<file path="src/olie_pkg.sv">
package olie_pkg;

  localparam int DEPTH  = 16;
  localparam int ADDR_W = $clog2(DEPTH);
  localparam int CNT_W  = $clog2(DEPTH + 1);
  localparam int DATA_W = 32;
  localparam int POS_W  = 5;
  localparam int FUNC_W = 3;
  localparam int STAT_W = 2;
  localparam int FPOS_W = 4;

  typedef enum logic [FUNC_W-1:0] {
    FN_APPEND = 3'd0,
    FN_INSERT = 3'd1,
    FN_EDIT   = 3'd2,
    FN_DELETE = 3'd3,
    FN_GET    = 3'd4,
    FN_FIND   = 3'd5
  } func_t;

  typedef enum logic [STAT_W-1:0] {
    ST_OK        = 2'd0,
    ST_BAD_INDEX = 2'd1,
    ST_EMPTY     = 2'd2,
    ST_FULL      = 2'd3
  } status_t;

  // Write request into the word store.
  typedef struct packed {
    logic              en;
    logic [ADDR_W-1:0] addr;
    logic [DATA_W-1:0] data;
  } store_wr_t;

endpackage

</file>
<file path="src/olie_in_if.sv">
interface olie_in_if import olie_pkg::*; ();
  logic                     valid;
  logic                     ready;
  logic [FUNC_W-1:0]        func;
  logic [POS_W-1:0]         position;
  logic signed [DATA_W-1:0] value;

  modport source (output valid, output func, output position, output value, input ready);
  modport sink (input valid, input func, input position, input value, output ready);
endinterface

</file>
<file path="src/olie_out_if.sv">
interface olie_out_if import olie_pkg::*; ();
  logic                     valid;
  logic                     ready;
  logic [STAT_W-1:0]        status;
  logic signed [DATA_W-1:0] read_value;
  logic                     found;
  logic [FPOS_W-1:0]        found_position;
  logic [CNT_W-1:0]         item_count;
  logic                     is_empty;
  logic                     is_full;

  modport source (output valid, output status, output read_value, output found,
                  output found_position, output item_count, output is_empty,
                  output is_full, input ready);
  modport sink (input valid, input status, input read_value, input found,
                input found_position, input item_count, input is_empty,
                input is_full, output ready);
endinterface

</file>
<file path="src/olie_store.sv">
module olie_store import olie_pkg::*; (
  input  logic              clk,
  input  store_wr_t         wr,
  input  logic [ADDR_W-1:0] rd_addr,
  output logic [DATA_W-1:0] rd_data
);

  logic [DATA_W-1:0] mem [DEPTH];
  logic [DATA_W-1:0] rd_data_r;

  always_ff @(posedge clk) begin
    if (wr.en) begin
      mem[wr.addr] <= wr.data;
    end
    rd_data_r <= mem[rd_addr];
  end

  assign rd_data = rd_data_r;

endmodule

</file>
<file path="src/ordered_array_insert_delete_engine_core.sv">
// Packed list engine: one transaction at a time, ready only while idle.
// Shifts and searches move one entry per cycle; ready returns the cycle after the result
// is taken.
// Reset (rst_n, synchronous, active low) clears the count and state; store words are not.
module ordered_array_insert_delete_engine_core import olie_pkg::*; (
  input logic        clk,
  input logic        rst_n,
  olie_in_if.sink    in_chan,
  olie_out_if.source out_chan
);

  // The sequencer walks the store one entry per cycle. Every walking state
  // sees the word read in the previous cycle on rd_data and issues the next
  // read, so a shift writes one entry per cycle while reading its neighbor.
  typedef enum logic [2:0] {
    S_IDLE,
    S_UP,
    S_INS,
    S_DN,
    S_FIND,
    S_GET,
    S_DONE
  } state_t;

  state_t                   state_r, state_nxt;
  logic [CNT_W-1:0]         count_r, count_nxt;
  logic [ADDR_W-1:0]        idx_r, idx_nxt;
  logic [POS_W-1:0]         pos_r, pos_nxt;
  logic [DATA_W-1:0]        val_r, val_nxt;
  status_t                  status_r, status_nxt;
  logic [DATA_W-1:0]        rd_r, rd_nxt;
  logic                     found_r, found_nxt;
  logic [FPOS_W-1:0]        fpos_r, fpos_nxt;

  store_wr_t                store_wr;
  logic [ADDR_W-1:0]        rd_addr;
  logic [DATA_W-1:0]        rd_data;

  logic                     accept;
  logic [ADDR_W-1:0]        last_addr;
  logic                     match;

  olie_store u_store (
    .clk     (clk),
    .wr      (store_wr),
    .rd_addr (rd_addr),
    .rd_data (rd_data)
  );

  assign accept    = in_chan.valid && (state_r == S_IDLE);
  // Address of the highest live entry; only used while the store is not empty.
  assign last_addr = ADDR_W'(count_r - CNT_W'(1));
  // The one shared word comparator, used by find.
  assign match     = (rd_data == val_r);

  always_comb begin
    state_nxt  = state_r;
    count_nxt  = count_r;
    idx_nxt    = idx_r;
    pos_nxt    = pos_r;
    val_nxt    = val_r;
    status_nxt = status_r;
    rd_nxt     = rd_r;
    found_nxt  = found_r;
    fpos_nxt   = fpos_r;
    store_wr   = '{en: 1'b0, addr: idx_r, data: rd_data};
    rd_addr    = idx_r;

    unique case (state_r)
      S_IDLE: begin
        if (accept) begin
          pos_nxt    = in_chan.position;
          val_nxt    = in_chan.value;
          status_nxt = ST_OK;
          rd_nxt     = '0;
          found_nxt  = 1'b0;
          fpos_nxt   = '0;
          state_nxt  = S_DONE;
          case (in_chan.func) inside
            FN_APPEND: begin
              if (count_r >= CNT_W'(DEPTH)) begin
                status_nxt = ST_FULL;
              end else begin
                store_wr  = '{en: 1'b1, addr: ADDR_W'(count_r), data: in_chan.value};
                count_nxt = count_r + CNT_W'(1);
              end
            end
            FN_INSERT: begin
              // The index is checked before fullness.
              if (in_chan.position > count_r) begin
                status_nxt = ST_BAD_INDEX;
              end else if (count_r >= CNT_W'(DEPTH)) begin
                status_nxt = ST_FULL;
              end else if (in_chan.position == count_r) begin
                store_wr  = '{en: 1'b1, addr: in_chan.position[ADDR_W-1:0],
                              data: in_chan.value};
                count_nxt = count_r + CNT_W'(1);
              end else begin
                // Move entries up starting from the tail.
                rd_addr   = last_addr;
                idx_nxt   = last_addr;
                state_nxt = S_UP;
              end
            end
            FN_EDIT, FN_DELETE, FN_GET: begin
              if (count_r == '0) begin
                status_nxt = ST_EMPTY;
              end else if (in_chan.position >= count_r) begin
                status_nxt = ST_BAD_INDEX;
              end else if (in_chan.func == FN_EDIT) begin
                store_wr = '{en: 1'b1, addr: in_chan.position[ADDR_W-1:0],
                             data: in_chan.value};
              end else if (in_chan.func == FN_DELETE) begin
                if (in_chan.position[ADDR_W-1:0] == last_addr) begin
                  count_nxt = count_r - CNT_W'(1);
                end else begin
                  rd_addr   = in_chan.position[ADDR_W-1:0] + ADDR_W'(1);
                  idx_nxt   = in_chan.position[ADDR_W-1:0] + ADDR_W'(1);
                  state_nxt = S_DN;
                end
              end else begin
                rd_addr   = in_chan.position[ADDR_W-1:0];
                state_nxt = S_GET;
              end
            end
            FN_FIND: begin
              if (count_r == '0) begin
                status_nxt = ST_EMPTY;
              end else begin
                rd_addr   = '0;
                idx_nxt   = '0;
                state_nxt = S_FIND;
              end
            end
            default: begin
              // Unused selectors give an ok result and leave the store alone.
            end
          endcase
          if (status_nxt != ST_OK) begin
            rd_nxt = '1;
          end
        end
      end

      S_UP: begin
        // Word of entry idx_r is on rd_data; it moves one place up.
        store_wr = '{en: 1'b1, addr: idx_r + ADDR_W'(1), data: rd_data};
        if (POS_W'(idx_r) == pos_r) begin
          state_nxt = S_INS;
        end else begin
          rd_addr = idx_r - ADDR_W'(1);
          idx_nxt = idx_r - ADDR_W'(1);
        end
      end

      S_INS: begin
        store_wr  = '{en: 1'b1, addr: pos_r[ADDR_W-1:0], data: val_r};
        count_nxt = count_r + CNT_W'(1);
        state_nxt = S_DONE;
      end

      S_DN: begin
        // Word of entry idx_r is on rd_data; it moves one place down.
        store_wr = '{en: 1'b1, addr: idx_r - ADDR_W'(1), data: rd_data};
        if (idx_r == last_addr) begin
          count_nxt = count_r - CNT_W'(1);
          state_nxt = S_DONE;
        end else begin
          rd_addr = idx_r + ADDR_W'(1);
          idx_nxt = idx_r + ADDR_W'(1);
        end
      end

      S_FIND: begin
        if (match) begin
          found_nxt = 1'b1;
          fpos_nxt  = FPOS_W'(idx_r);
          state_nxt = S_DONE;
        end else if (idx_r == last_addr) begin
          state_nxt = S_DONE;
        end else begin
          rd_addr = idx_r + ADDR_W'(1);
          idx_nxt = idx_r + ADDR_W'(1);
        end
      end

      S_GET: begin
        rd_nxt    = rd_data;
        state_nxt = S_DONE;
      end

      S_DONE: begin
        if (out_chan.ready) begin
          state_nxt = S_IDLE;
        end
      end

      default: begin
        state_nxt = S_IDLE;
      end
    endcase
  end

  always_ff @(posedge clk) begin
    if (!rst_n) begin
      state_r <= S_IDLE;
      count_r <= '0;
    end else begin
      state_r <= state_nxt;
      count_r <= count_nxt;
    end
    idx_r    <= idx_nxt;
    pos_r    <= pos_nxt;
    val_r    <= val_nxt;
    status_r <= status_nxt;
    rd_r     <= rd_nxt;
    found_r  <= found_nxt;
    fpos_r   <= fpos_nxt;
  end

  // The count only changes on the way into the result state, so the count
  // flags can be taken straight from the live count register.
  assign in_chan.ready           = (state_r == S_IDLE);
  assign out_chan.valid          = (state_r == S_DONE);
  assign out_chan.status         = status_r;
  assign out_chan.read_value     = rd_r;
  assign out_chan.found          = found_r;
  assign out_chan.found_position = fpos_r;
  assign out_chan.item_count     = count_r;
  assign out_chan.is_empty       = (count_r == '0);
  assign out_chan.is_full        = (count_r == CNT_W'(DEPTH));

endmodule

</file>
<file path="src/flat_wrapper.sv">
// flat-port wrapper written by rule: the top's interface ports become plain ports
module ordered_array_insert_delete_engine_core_flat import olie_pkg::*;
  (clk, rst_n, in_chan_valid, in_chan_func, in_chan_position, in_chan_value, in_chan_ready, out_chan_valid, out_chan_status, out_chan_read_value, out_chan_found, out_chan_found_position, out_chan_item_count, out_chan_is_empty, out_chan_is_full, out_chan_ready);
  olie_in_if in_chan_i ();
  olie_out_if out_chan_i ();
  input logic clk;
  input logic rst_n;
  input wire logic [$bits(in_chan_i.valid)-1:0] in_chan_valid;
  input wire logic [$bits(in_chan_i.func)-1:0] in_chan_func;
  input wire logic [$bits(in_chan_i.position)-1:0] in_chan_position;
  input wire logic [$bits(in_chan_i.value)-1:0] in_chan_value;
  output wire logic [$bits(in_chan_i.ready)-1:0] in_chan_ready;
  output wire logic [$bits(out_chan_i.valid)-1:0] out_chan_valid;
  output wire logic [$bits(out_chan_i.status)-1:0] out_chan_status;
  output wire logic [$bits(out_chan_i.read_value)-1:0] out_chan_read_value;
  output wire logic [$bits(out_chan_i.found)-1:0] out_chan_found;
  output wire logic [$bits(out_chan_i.found_position)-1:0] out_chan_found_position;
  output wire logic [$bits(out_chan_i.item_count)-1:0] out_chan_item_count;
  output wire logic [$bits(out_chan_i.is_empty)-1:0] out_chan_is_empty;
  output wire logic [$bits(out_chan_i.is_full)-1:0] out_chan_is_full;
  input wire logic [$bits(out_chan_i.ready)-1:0] out_chan_ready;
  assign in_chan_i.valid = in_chan_valid;
  assign in_chan_i.func = in_chan_func;
  assign in_chan_i.position = in_chan_position;
  assign in_chan_i.value = in_chan_value;
  assign in_chan_ready = in_chan_i.ready;
  assign out_chan_valid = out_chan_i.valid;
  assign out_chan_status = out_chan_i.status;
  assign out_chan_read_value = out_chan_i.read_value;
  assign out_chan_found = out_chan_i.found;
  assign out_chan_found_position = out_chan_i.found_position;
  assign out_chan_item_count = out_chan_i.item_count;
  assign out_chan_is_empty = out_chan_i.is_empty;
  assign out_chan_is_full = out_chan_i.is_full;
  assign out_chan_i.ready = out_chan_ready;
  ordered_array_insert_delete_engine_core u_core (.clk(clk), .rst_n(rst_n), .in_chan(in_chan_i), .out_chan(out_chan_i));
endmodule
</file>
<file path="config.mk">
export PLATFORM = sky130hd
export DESIGN_NAME = ordered_array_insert_delete_engine_core_flat
export DESIGN_NICKNAME = d
export VERILOG_FILES = /design/src/olie_pkg.sv /design/src/olie_in_if.sv /design/src/olie_out_if.sv /design/src/olie_store.sv /design/src/ordered_array_insert_delete_engine_core.sv /design/src/flat_wrapper.sv
export SDC_FILE = /design/constraint.sdc
export NUM_CORES = 1
export LEC_CHECK = 0
export BUFFER_PORTS_ARGS = -buffer_cell sky130_fd_sc_hd__buf_2
export CAP_MARGIN = 20
export CORE_UTILIZATION = 55
export DETAILED_ROUTE_END_ITERATION = 8
export GPL_ROUTABILITY_DRIVEN = 0
export GPL_TIMING_DRIVEN = 0
export PLACE_DENSITY = 0.72
export SLEW_MARGIN = 40
export SYNTH_ARGS = -nofsm -noshare
export SYNTH_HDL_FRONTEND = slang
export SYNTH_SLANG_ARGS = --single-unit
</file>
<file path="constraint.sdc">
create_clock -name clk -period 5 [get_ports clk]
set_input_delay 0.5 -clock clk [delete_from_list [all_inputs] [get_ports clk]]
set_output_delay 0.5 -clock clk [all_outputs]
set_load 0.005 [all_outputs]
</file>
==> results of run 1 <==
stage by stage:
stage | area (µm²) | utilization
after floorplan | 27200 | -
after global placement | 28500 | 0.583
after detailed placement | 29300 | 0.600
after CTS | 31300 | 0.641
after global routing | 31300 | 0.642
final | 31300 | 0.642
sequential cells by signal (all words and copies together), names as in the netlist:
register                        cells
u_core.u_store.mem                512
u_core.out_chan.read_value         32
u_core.u_store.rd_data             32
u_core.val_r                       32
u_core.out_chan.item_count          5
u_core.pos_r                        5
u_core.idx_r                        4
u_core.out_chan.found_position      4
u_core.state_r                      3
u_core.out_chan.status              2
u_core.out_chan.found               1
cells in the final DEF, fill, tap and decap left out, types with 7 or more instances in the layout:
cell       count
nor4_2        31
a21oi_1       58
clkinv_2      12
inv_1         18
o21ai_2       32
buf_4         13
o21ai_0       16
buf_16        16
nor3_1        12
buf_12         9
nand4_1       17
xnor2_1       39
mux2_2       162
buf_2        120
o22ai_1       69
mux2i_1      111
ha_1          11
a31oi_1        8
clkbuf_2      16
xor2_1         8
nor2b_1        9
clkbuf_16     61
dfxtp_1       40
clkbuf_1      57
nand3_1       10
clkbuf_8       9
nor2_1       120
o2bb2ai_1     32
a22o_1        33
o211ai_1      11
nor2_4         8
nand2_1       66
edfxtp_1     592
a21o_1        38
buf_1         10
nand2b_1       7
nor4_1         8
power by group:
group	total [µW]	internal, µW	switching (µW)
combinational	8400	3080	5320
clock	4490	2540	1950
sequential	7470	7130	345
total	20400	12700	7610
layout make-up:
cell class	instances	area [µm²]	area share
Clock inverter	22	219	0.00699
Sequential cell	632	18600	0.593
Tap cell	664	831	0.0265
Buffer	104	509	0.0162
Timing Repair Buffer	120	1110	0.0356
Clock buffer	92	1730	0.0553
Multi-Input combinational cell	1036	8270	0.264
Inverter	23	88.8	0.00283
timing repair:
item / CTS / global route
buffers inserted: 1 / 0
endpoints found under the setup margin: 280 / 462
pin swaps: 1 / 0
gates resized for setup: 15 / 5
kinds of logic (layout without fill, tap and decap cells):
family	after synthesis	in the layout
compound gates	372	372
fa+ha+maj	11	11
buf+inv	128	361
simple gates	328	328
flops	632	632
mux	273	273
xor+xnor	52	52
worst paths after layout:
kind,start,endpoint,slack (ps),cells after the start
max,u_core.out_chan.item_count[4]$_SDFFE_PN0P_,u_core.u_store.rd_data[16]$_DFF_P_,8,13
min,in_chan_value[24],u_core.val_r[24]$_DFFE_PP_,70,1
min reg2reg,u_core.u_store.rd_data[24]$_DFF_P_,u_core.out_chan.read_value[24]$_DFFE_PP_,620,1
max reg2reg,u_core.out_chan.item_count[4]$_SDFFE_PN0P_,u_core.u_store.rd_data[16]$_DFF_P_,8,13
worst register-to-register path, stage by stage (launching register included):
cell	delay [ps]
dfxtp_1	340
inv_1	70
clkbuf_1	410
ha_1	360
a41oi_1	350
o221ai_2	280
o21ai_0	610
a21oi_1	180
a2111oi_2	390
a211oi_4	200
nor4_4	650
buf_1	700
o2bb2ai_1	230
nor4_2	90
routing by layer:
layer / wire length [µm] / global-route usage / share of wire / vias to the layer above
met1: 30600 / 0.426 / 0.39 / 8840
met2: 37100 / 0.499 / 0.47 / 1136
met4: 3400 / 0.126 / 0.043 / 0
met5: 0 / 0 / 0 / -
met3: 7450 / 0.0554 / 0.095 / 226
li1: - / - / - / 7434
==> impl_metrics.env, run 1 <==
export IMPL_setup_viol=0
export IMPL_status="complete, no violations"
export IMPL_setup_ws_ps=7.96
export IMPL_crit_family="compound AO/OA/AOI/OAI gates"
export IMPL_cp_slowest_stage_delay_ps=690
export IMPL_slowest_stage="buf_1"
export IMPL_layout_nets=2032
export IMPL_setup_tns_ps=0
export IMPL_area_delta_synth_final_pct=15.3
export IMPL_drc=0
export IMPL_synth_top_family_by_area="multiplexers"
export IMPL_clk_latency_ps=630
export IMPL_cts_sinks=632
export IMPL_row_count=81
export IMPL_synthArstFlopShare=0
export IMPL_synth_common_cells="edfxtp_1, mux2_2, nor2_1"
export IMPL_synth_seq_cells=632
export IMPL_cp_start_kind="flop"
export IMPL_path_cells="inv_1 -> clkbuf_1 -> ha_1 -> a41oi_1 -> o221ai_2 -> o21ai_0 -> a21oi_1 -> a2111oi_2 -> a211oi_4 -> nor4_4 -> buf_1 -> o2bb2ai_1 -> nor4_2"
export IMPL_firstDrtPassIters=6
export IMPL_whs_ps=66.2
export IMPL_synth_compound_area_share=0.0975
export IMPL_finalMaxSlewViolations=0
export IMPL_start_util=0.557
export IMPL_yosysMostFrequentCell="edfxtp_1"
export IMPL_cts_tree="done"
export IMPL_fmax_mhz=200
export IMPL_design_die_area_um2=50300
export IMPL_power_total_uw=20400
export IMPL_die_h_um=224
export IMPL_track_usage=0.312
export IMPL_clk_path_buf_depth=3
export IMPL_drt_wl_total_um=78500
export IMPL_n_antenna_cell=0
export IMPL_min_path_type="input port to flop"
export IMPL_numCtsBuffers=60
export IMPL_synth_cell_area_um2=27200
export IMPL_synth_fa_ha_area_frac=0.00506
export IMPL_synth_cells=1796
export IMPL_grt_max_degree=36
export IMPL_post_route_min_period_ps=4990
export IMPL_nFillCells=3494
export IMPL_p_leak_uw=0.0109
export IMPL_cp_arrival_ps=5500
export IMPL_synth_avg_cell_area_um2=15.1
export IMPL_synth_nets=1851
export IMPL_rsz0062_at_grt="yes"
export IMPL_critPathRequiredTime_ps=5510
export IMPL_htreeDepth=2
export IMPL_p_per_area_nw_per_um2=649
export IMPL_yosysTopAreaCell="edfxtp_1"
export IMPL_yosys_area_share_simple=0.0656
export IMPL_hpwlAfterDp_um=51600
export IMPL_path_class="flop to flop"
export IMPL_synth_area_top_cells="edfxtp_1, mux2_2, mux2i_1"
export IMPL_synth_xor_area_share=0.0193
export IMPL_overflow=0
export IMPL_skew_ps=18.9
export IMPL_first_global_vias=16900
export IMPL_period_share=0.998
export IMPL_synth_edf_count=592
export IMPL_ys_flop_type="edfxtp_1"
export IMPL_vias=17600
export IMPL_synth_seq_area_share=0.683
export IMPL_synth_mux_area_frac=0.108
export IMPL_hold_violations=0
export IMPL_layout_drive_gt1_share=0.267
export IMPL_relSlewSlack=0.358
export IMPL_antenna_found_initial=0
export IMPL_vdd_drop_max_uv=394
export IMPL_synth_top_area_frac=0.654
export IMPL_boundaryPins=92
export IMPL_ys_warn_count=0
export IMPL_antenna_left=0
export IMPL_cts_clk_slew_worst_paths_ps=60
export IMPL_die_w_um=224
export IMPL_ys_types=87
export IMPL_grt_pass1_wl_um=113000
export IMPL_core_area_um2=48800
export IMPL_portBuffers=89
export IMPL_worst_setup_path_end_kind="flop"
export IMPL_dp_cells=2579
export IMPL_layout_cells_non_filler=2693
export IMPL_tightestPinTransition_ps=964
export IMPL_via_per_inst=6.55
export IMPL_critPathBufInv=3
export IMPL_cts_root_buf="clkbuf_16"
export IMPL_first_iter_violations=2665
export IMPL_post_place_ws_ps=-330
export IMPL_crit_fanout=10
export IMPL_drv_cap=0
export IMPL_ctsHoldBuffers=0
export IMPL_wl_per_cell_um=29.2
(Power assumes the default switching activity.)
==> run 2, diff against run 1 <==
- clock period: 5 -> 5.5 ns (I/O delays scaled with it)
==> run 2 against run 1 <==
Sequential power fell by 9.1%. Final cell count did not move. Global-route usage barely moved. Largest cell class unchanged. Critical path depth fell by 1. Non-clock buffer count did not move. Highest routed layer unchanged. Flip-flop and latch count did not move. Setup slack improved by 240 ps. Core utilization barely moved. Largest power group unchanged.
==> impl_metrics.env, run 2 (same netlist as run 1, synthesis figures left out) <==
export IMPL_status="complete, no violations"
export IMPL_period_share=0.955
export IMPL_cp_slowest_stage_delay_ps=630
export IMPL_cts_root_buf="clkbuf_16"
export IMPL_cts_clk_slew_worst_paths_ps=60
export IMPL_path_depth=12
export IMPL_die_w_um=224
export IMPL_fmax_mhz=190
export IMPL_overflow=0
export IMPL_crit_family="buffers and inverters"
export IMPL_via_per_inst=6.56
export IMPL_relSlewSlack=0.353
export IMPL_first_iter_violations=2553
export IMPL_track_usage=0.312
export IMPL_cts_sinks=632
export IMPL_power_total_uw=18500
export IMPL_clk_path_buf_depth=3
export IMPL_final_common_cell="edfxtp_1"
export IMPL_max_flop_register="u_core.u_store.mem"
export IMPL_cp_start_kind="flop"
export IMPL_drc=0
export IMPL_layout_drive_gt1_share=0.265
export IMPL_die_h_um=224
export IMPL_drt_wl_total_um=78800
export IMPL_rsz0062_at_grt="no"
export IMPL_critPathRequiredTime_ps=5830
export IMPL_critPathBufInv=5
export IMPL_first_global_vias=16800
export IMPL_grt_max_degree=36
export IMPL_setup_viol=0
export IMPL_layout_nets=2032
export IMPL_rr_worst_depth=12
export IMPL_start_util=0.557
export IMPL_busiest_layer="met2"
export IMPL_cp_arrival_ps=5580
export IMPL_firstDrtPassIters=6
export IMPL_crit_fanout=16
export IMPL_vias=17700
export IMPL_portBuffers=89
export IMPL_design_die_area_um2=50300
export IMPL_path_cells="inv_1 -> clkbuf_1 -> ha_1 -> a41oi_1 -> o221ai_2 -> nor3_1 -> o221a_2 -> clkbuf_1 -> buf_1 -> clkbuf_1 -> a21oi_1 -> o21ai_2"
export IMPL_cp_common_cell="clkbuf_1"
export IMPL_cts_setup_buffers=0
export IMPL_path_class="flop to flop"
export IMPL_grt_pass1_wl_um=112000
export IMPL_finalMaxSlewViolations=0
export IMPL_min_path_type="input port to flop"
export IMPL_slowest_stage="buf_1"
export IMPL_hold_violations=0
export IMPL_htreeDepth=2
export IMPL_wl_per_cell_um=29.3
export IMPL_boundaryPins=92
export IMPL_cts_tree="done"
export IMPL_n_antenna_cell=0
export IMPL_hold_depth=1
export IMPL_use_met3=0.0585
export IMPL_largest_register_ffs=512
export IMPL_hpwlAfterDp_um=51600
export IMPL_row_count=81
export IMPL_core_area_um2=48800
export IMPL_area_delta_synth_final_pct=15.3
export IMPL_drv_cap=0
export IMPL_whs_ps=119
export IMPL_antenna_found_initial=0
export IMPL_antenna_left=0
export IMPL_numCtsBuffers=60
export IMPL_skew_ps=19.8
export IMPL_tightestPinTransition_ps=969
export IMPL_globalRouteMet1Util=0.425
export IMPL_post_route_min_period_ps=5250
export IMPL_p_leak_uw=0.0108
export IMPL_layout_common_cells="edfxtp_1, mux2_2, nor2_1"
export IMPL_clk_latency_ps=630
export IMPL_p_per_area_nw_per_um2=591
export IMPL_postCtsResizedCells=0
export IMPL_worst_setup_path_end_kind="flop"
export IMPL_ctsHoldBuffers=0
export IMPL_use_met2=0.497
export IMPL_vdd_drop_max_uv=357
## run 2: cell types whose count changed in the layout (fill, tap and decap cells not counted), sizes merged
cell	previous run	this run
clkbuf	143	147
buf	173	169
## run 2: per-stage QoR
| stage | setup TNS, ps | instances | worst slack [ps] | util | cell area (µm²) |
|---|---|---|---|---|---|
| finish | 0 | 2693 | 249 | 0.642 | 31300 |
| floorplan | 0 | 1796 | 904 | - | 27200 |
| CTS | 0 | 2693 | 167 | 0.640 | 31200 |
| detailed placement | 0 | 2579 | 170 | 0.600 | 29300 |
| global route | 0 | 2693 | 48.3 | 0.642 | 31300 |
| global placement | -603480 | 2549 | -1590 | 0.583 | 28500 |
## run 2: final timing paths
| check | start | slack [ps] | to |
|---|---|---|---|
| max | u_core.out_chan.item_count[4]$_SDFFE_PN0P_ | 250 | u_core.u_store.mem[1][28]$_DFFE_PP_ |
| min | in_chan_value[24] | 120 | u_core.val_r[24]$_DFFE_PP_ |
| max reg2reg | u_core.out_chan.item_count[4]$_SDFFE_PN0P_ | 250 | u_core.u_store.mem[1][28]$_DFFE_PP_ |
| min reg2reg | u_core.u_store.rd_data[24]$_DFF_P_ | 620 | u_core.out_chan.read_value[24]$_DFFE_PP_ |
## run 2: cell type report
| cell class | instances | area (µm²) |
|---|---|---|
| multi-input cells | 1036 | 8270 |
| clock inverters | 22 | 219 |
| fillers | 3493 | 17500 |
| plain buffers | 105 | 510 |
| clock buffers | 92 | 1730 |
| inverters | 23 | 88.8 |
| repair buffers | 119 | 1110 |
| flip-flops and latches | 632 | 18600 |
| well taps | 664 | 831 |
## run 2: where the power goes
| group | internal, µW | switching (µW) | total (µW) | leakage, µW |
|---|---|---|---|---|
| sequential | 6480 | 314 | 6790 | 0.00573 |
| combinational | 2800 | 4850 | 7640 | 0.00416 |
| clock | 2310 | 1770 | 4080 | 0.000956 |
| total | 11600 | 6930 | 18500 | 0.0108 |
## run 2: routing by layer
layer	wire length (µm)	up-vias
met3	7720	237
met2	37300	1171
met5	0	-
met1	30500	8849
met4	3300	0
li1	-	7419
## run 2: worst reg2reg max path, cell delays in order (launching register included)
cell and delay, ps:
dfxtp_1 340, inv_1 70, clkbuf_1 430, ha_1 370, a41oi_1 350, o221ai_2 270
nor3_1 320, o221a_2 250, clkbuf_1 580, buf_1 630, clkbuf_1 570, a21oi_1 200
o21ai_2 560
==> run 3, diff against run 2 <==
- CAP_MARGIN: 20 -> default
- MAX_ROUTING_LAYER: default -> met4
==> run 3 against run 2 <==
Final cell count hardly changed. Fmax fell by 0.66%. Combinational power about the same. Non-clock buffer count is the same. Clock skew fell by 0.54 ps. Wire length shrank 0.50%. Die area is the same. Critical endpoint is now u_core.u_store.mem[3][25]$_DFFE_PP_.
==> impl_metrics.env, run 3 (same netlist as run 1, synthesis figures left out) <==
export IMPL_cp_arrival_ps=5620
export IMPL_final_common_cell="edfxtp_1"
export IMPL_grt_max_degree=36
export IMPL_vdd_drop_max_uv=321
export IMPL_seq_area_um2=18600
export IMPL_nFillCells=3488
export IMPL_ctsHoldBuffers=0
export IMPL_n_antenna_cell=0
export IMPL_clk_latency_ps=640
export IMPL_layout_common_cells="edfxtp_1, mux2_2, nor2_1"
export IMPL_rr_worst_depth=12
export IMPL_die_h_um=224
export IMPL_period_share=0.961
export IMPL_startpoint="u_core.out_chan.item_count[4]$_SDFFE_PN0P_"
export IMPL_design_die_area_um2=50300
export IMPL_via_per_inst=6.56
export IMPL_r2r_start="u_core.out_chan.item_count[4]$_SDFFE_PN0P_"
export IMPL_area_delta_synth_final_pct=16.0
export IMPL_setup_viol=0
export IMPL_firstDrtPassIters=6
export IMPL_power_total_uw=18800
export IMPL_hpwlAfterDp_um=51600
export IMPL_worstSetupEndpoint="u_core.u_store.mem[3][25]$_DFFE_PP_"
export IMPL_overflow=0
export IMPL_worst_r2r_setup_slack_ps=210
export IMPL_cts_root_buf="clkbuf_16"
export IMPL_start_util=0.557
export IMPL_fmax_mhz=189
export IMPL_layout_nets=2033
export IMPL_cts_sinks=632
export IMPL_vias=17700
export IMPL_dp_cells=2579
export IMPL_die_w_um=224
export IMPL_antenna_found_initial=0
export IMPL_track_usage=0.320
export IMPL_skew_ps=19.3
export IMPL_max_flop_register="u_core.u_store.mem"
export IMPL_portBuffers=89
export IMPL_p_per_area_nw_per_um2=598
export IMPL_antenna_left=0
export IMPL_worst_setup_path_end_kind="flop"
export IMPL_drv_cap=0
export IMPL_first_global_vias=16900
export IMPL_post_route_min_period_ps=5290
export IMPL_r2r_end="u_core.u_store.mem[3][25]$_DFFE_PP_"
export IMPL_postCtsResizedCells=0
export IMPL_core_area_um2=48800
export IMPL_finalMaxSlewViolations=0
export IMPL_min_path_type="input port to flop"
export IMPL_tightestPinTransition_ps=958
export IMPL_multiInputGateArea_um2=8270
export IMPL_cts_tree="done"
export IMPL_numCtsBuffers=61
export IMPL_cp_start_kind="flop"
export IMPL_cts_setup_buffers=0
export IMPL_layout_drive_gt1_share=0.272
export IMPL_rsz0062_at_grt="no"
export IMPL_largest_register_ffs=512
export IMPL_path_class="flop to flop"
export IMPL_wl_per_cell_um=29.1
export IMPL_clk_path_buf_depth=3
export IMPL_hold_violations=0
export IMPL_drc=0
export IMPL_drt_wl_total_um=78400
export IMPL_layout_cells_non_filler=2695
export IMPL_cts_clk_slew_worst_paths_ps=60
export IMPL_crit_fanout=16
export IMPL_grt_pass1_wl_um=112000
export IMPL_status="complete, no violations"
export IMPL_p_leak_uw=0.0109
export IMPL_row_count=81
export IMPL_htreeDepth=2
export IMPL_boundaryPins=92
export IMPL_relSlewSlack=0.359
export IMPL_critPathRequiredTime_ps=5840
export IMPL_first_iter_violations=2786
run 3: changes by cell type in the layout (fill, tap and decap cells not counted), sizes merged:
cell / change
inv: +2
bufinv: +5
clkbuf: -8
clkinvlp: +2
clkinv: +1
run 3: worst max-delay path: stages, from the launching register on:
cell and delay (ps):
dfxtp_1 340, inv_1 70, clkbuf_1 450, ha_1 370
a41oi_1 350, o221ai_2 270, nor3_1 310, o221a_2 240
clkbuf_1 580, buf_1 630, clkbuf_1 540, a21oi_1 210
o21ai_2 590
run 3: how the worst min path moves through the flow:
stage / from / depth (start not counted) / to / slack [ps]
5_1_grt: in_chan_value[24] / 1 / u_core.val_r[24]$_DFFE_PP_ / 110
4_1_cts: in_chan_value[21] / 1 / u_core.val_r[21]$_DFFE_PP_ / 90
3_5_place_dp: u_core.u_store.rd_data[24]$_DFF_P_ / 1 / u_core.out_chan.read_value[24]$_DFFE_PP_ / 580
3_3_place_gp: u_core.u_store.rd_data[24]$_DFF_P_ / 1 / u_core.out_chan.read_value[24]$_DFFE_PP_ / 600
2_1_floorplan: u_core.u_store.rd_data[0]$_DFF_P_ / 1 / u_core.out_chan.read_value[0]$_DFFE_PP_ / 550
6_report: in_chan_value[24] / 1 / u_core.val_r[24]$_DFFE_PP_ / 110
run 3: layout make-up:
cell class                 instances  share of cell area
timing repair buffer             119              0.0351
clock buffer                      84              0.0563
buffer                           105              0.0162
clock inverter                    32              0.0117
multi-input combinational       1036               0.262
inverter                          23             0.00282
sequential                       632               0.589
tap                              664              0.0263
run 3: stage by stage:
| step | cell area, µm² | hold WS (ps) | utilization | setup slack [ps] | TNS (ps) |
|---|---|---|---|---|---|
| 5_1_grt | 31500 | 106 | 0.646 | 5.52 | 0 |
| 3_3_place_gp | 28500 | 599 | 0.583 | -1590 | -603480 |
| 4_1_cts | 31400 | 94.9 | 0.644 | 144 | 0 |
| 3_5_place_dp | 29300 | 580 | 0.600 | 170 | 0 |
| 6_report | 31500 | 111 | 0.646 | 215 | 0 |
| 2_1_floorplan | 27200 | 547 | - | 904 | 0 |
run 3: power by group:
| part | switching [µW] | internal, µW |
|---|---|---|
| registers | 314 | 6480 |
| clock network | 1790 | 2630 |
| logic | 4840 | 2800 |
run 3: routing by layer:
layer  GRT usage  share of wire
met5           -              0
met4       0.148          0.048
met3      0.0519           0.10
met2       0.488           0.47
met1       0.425           0.38
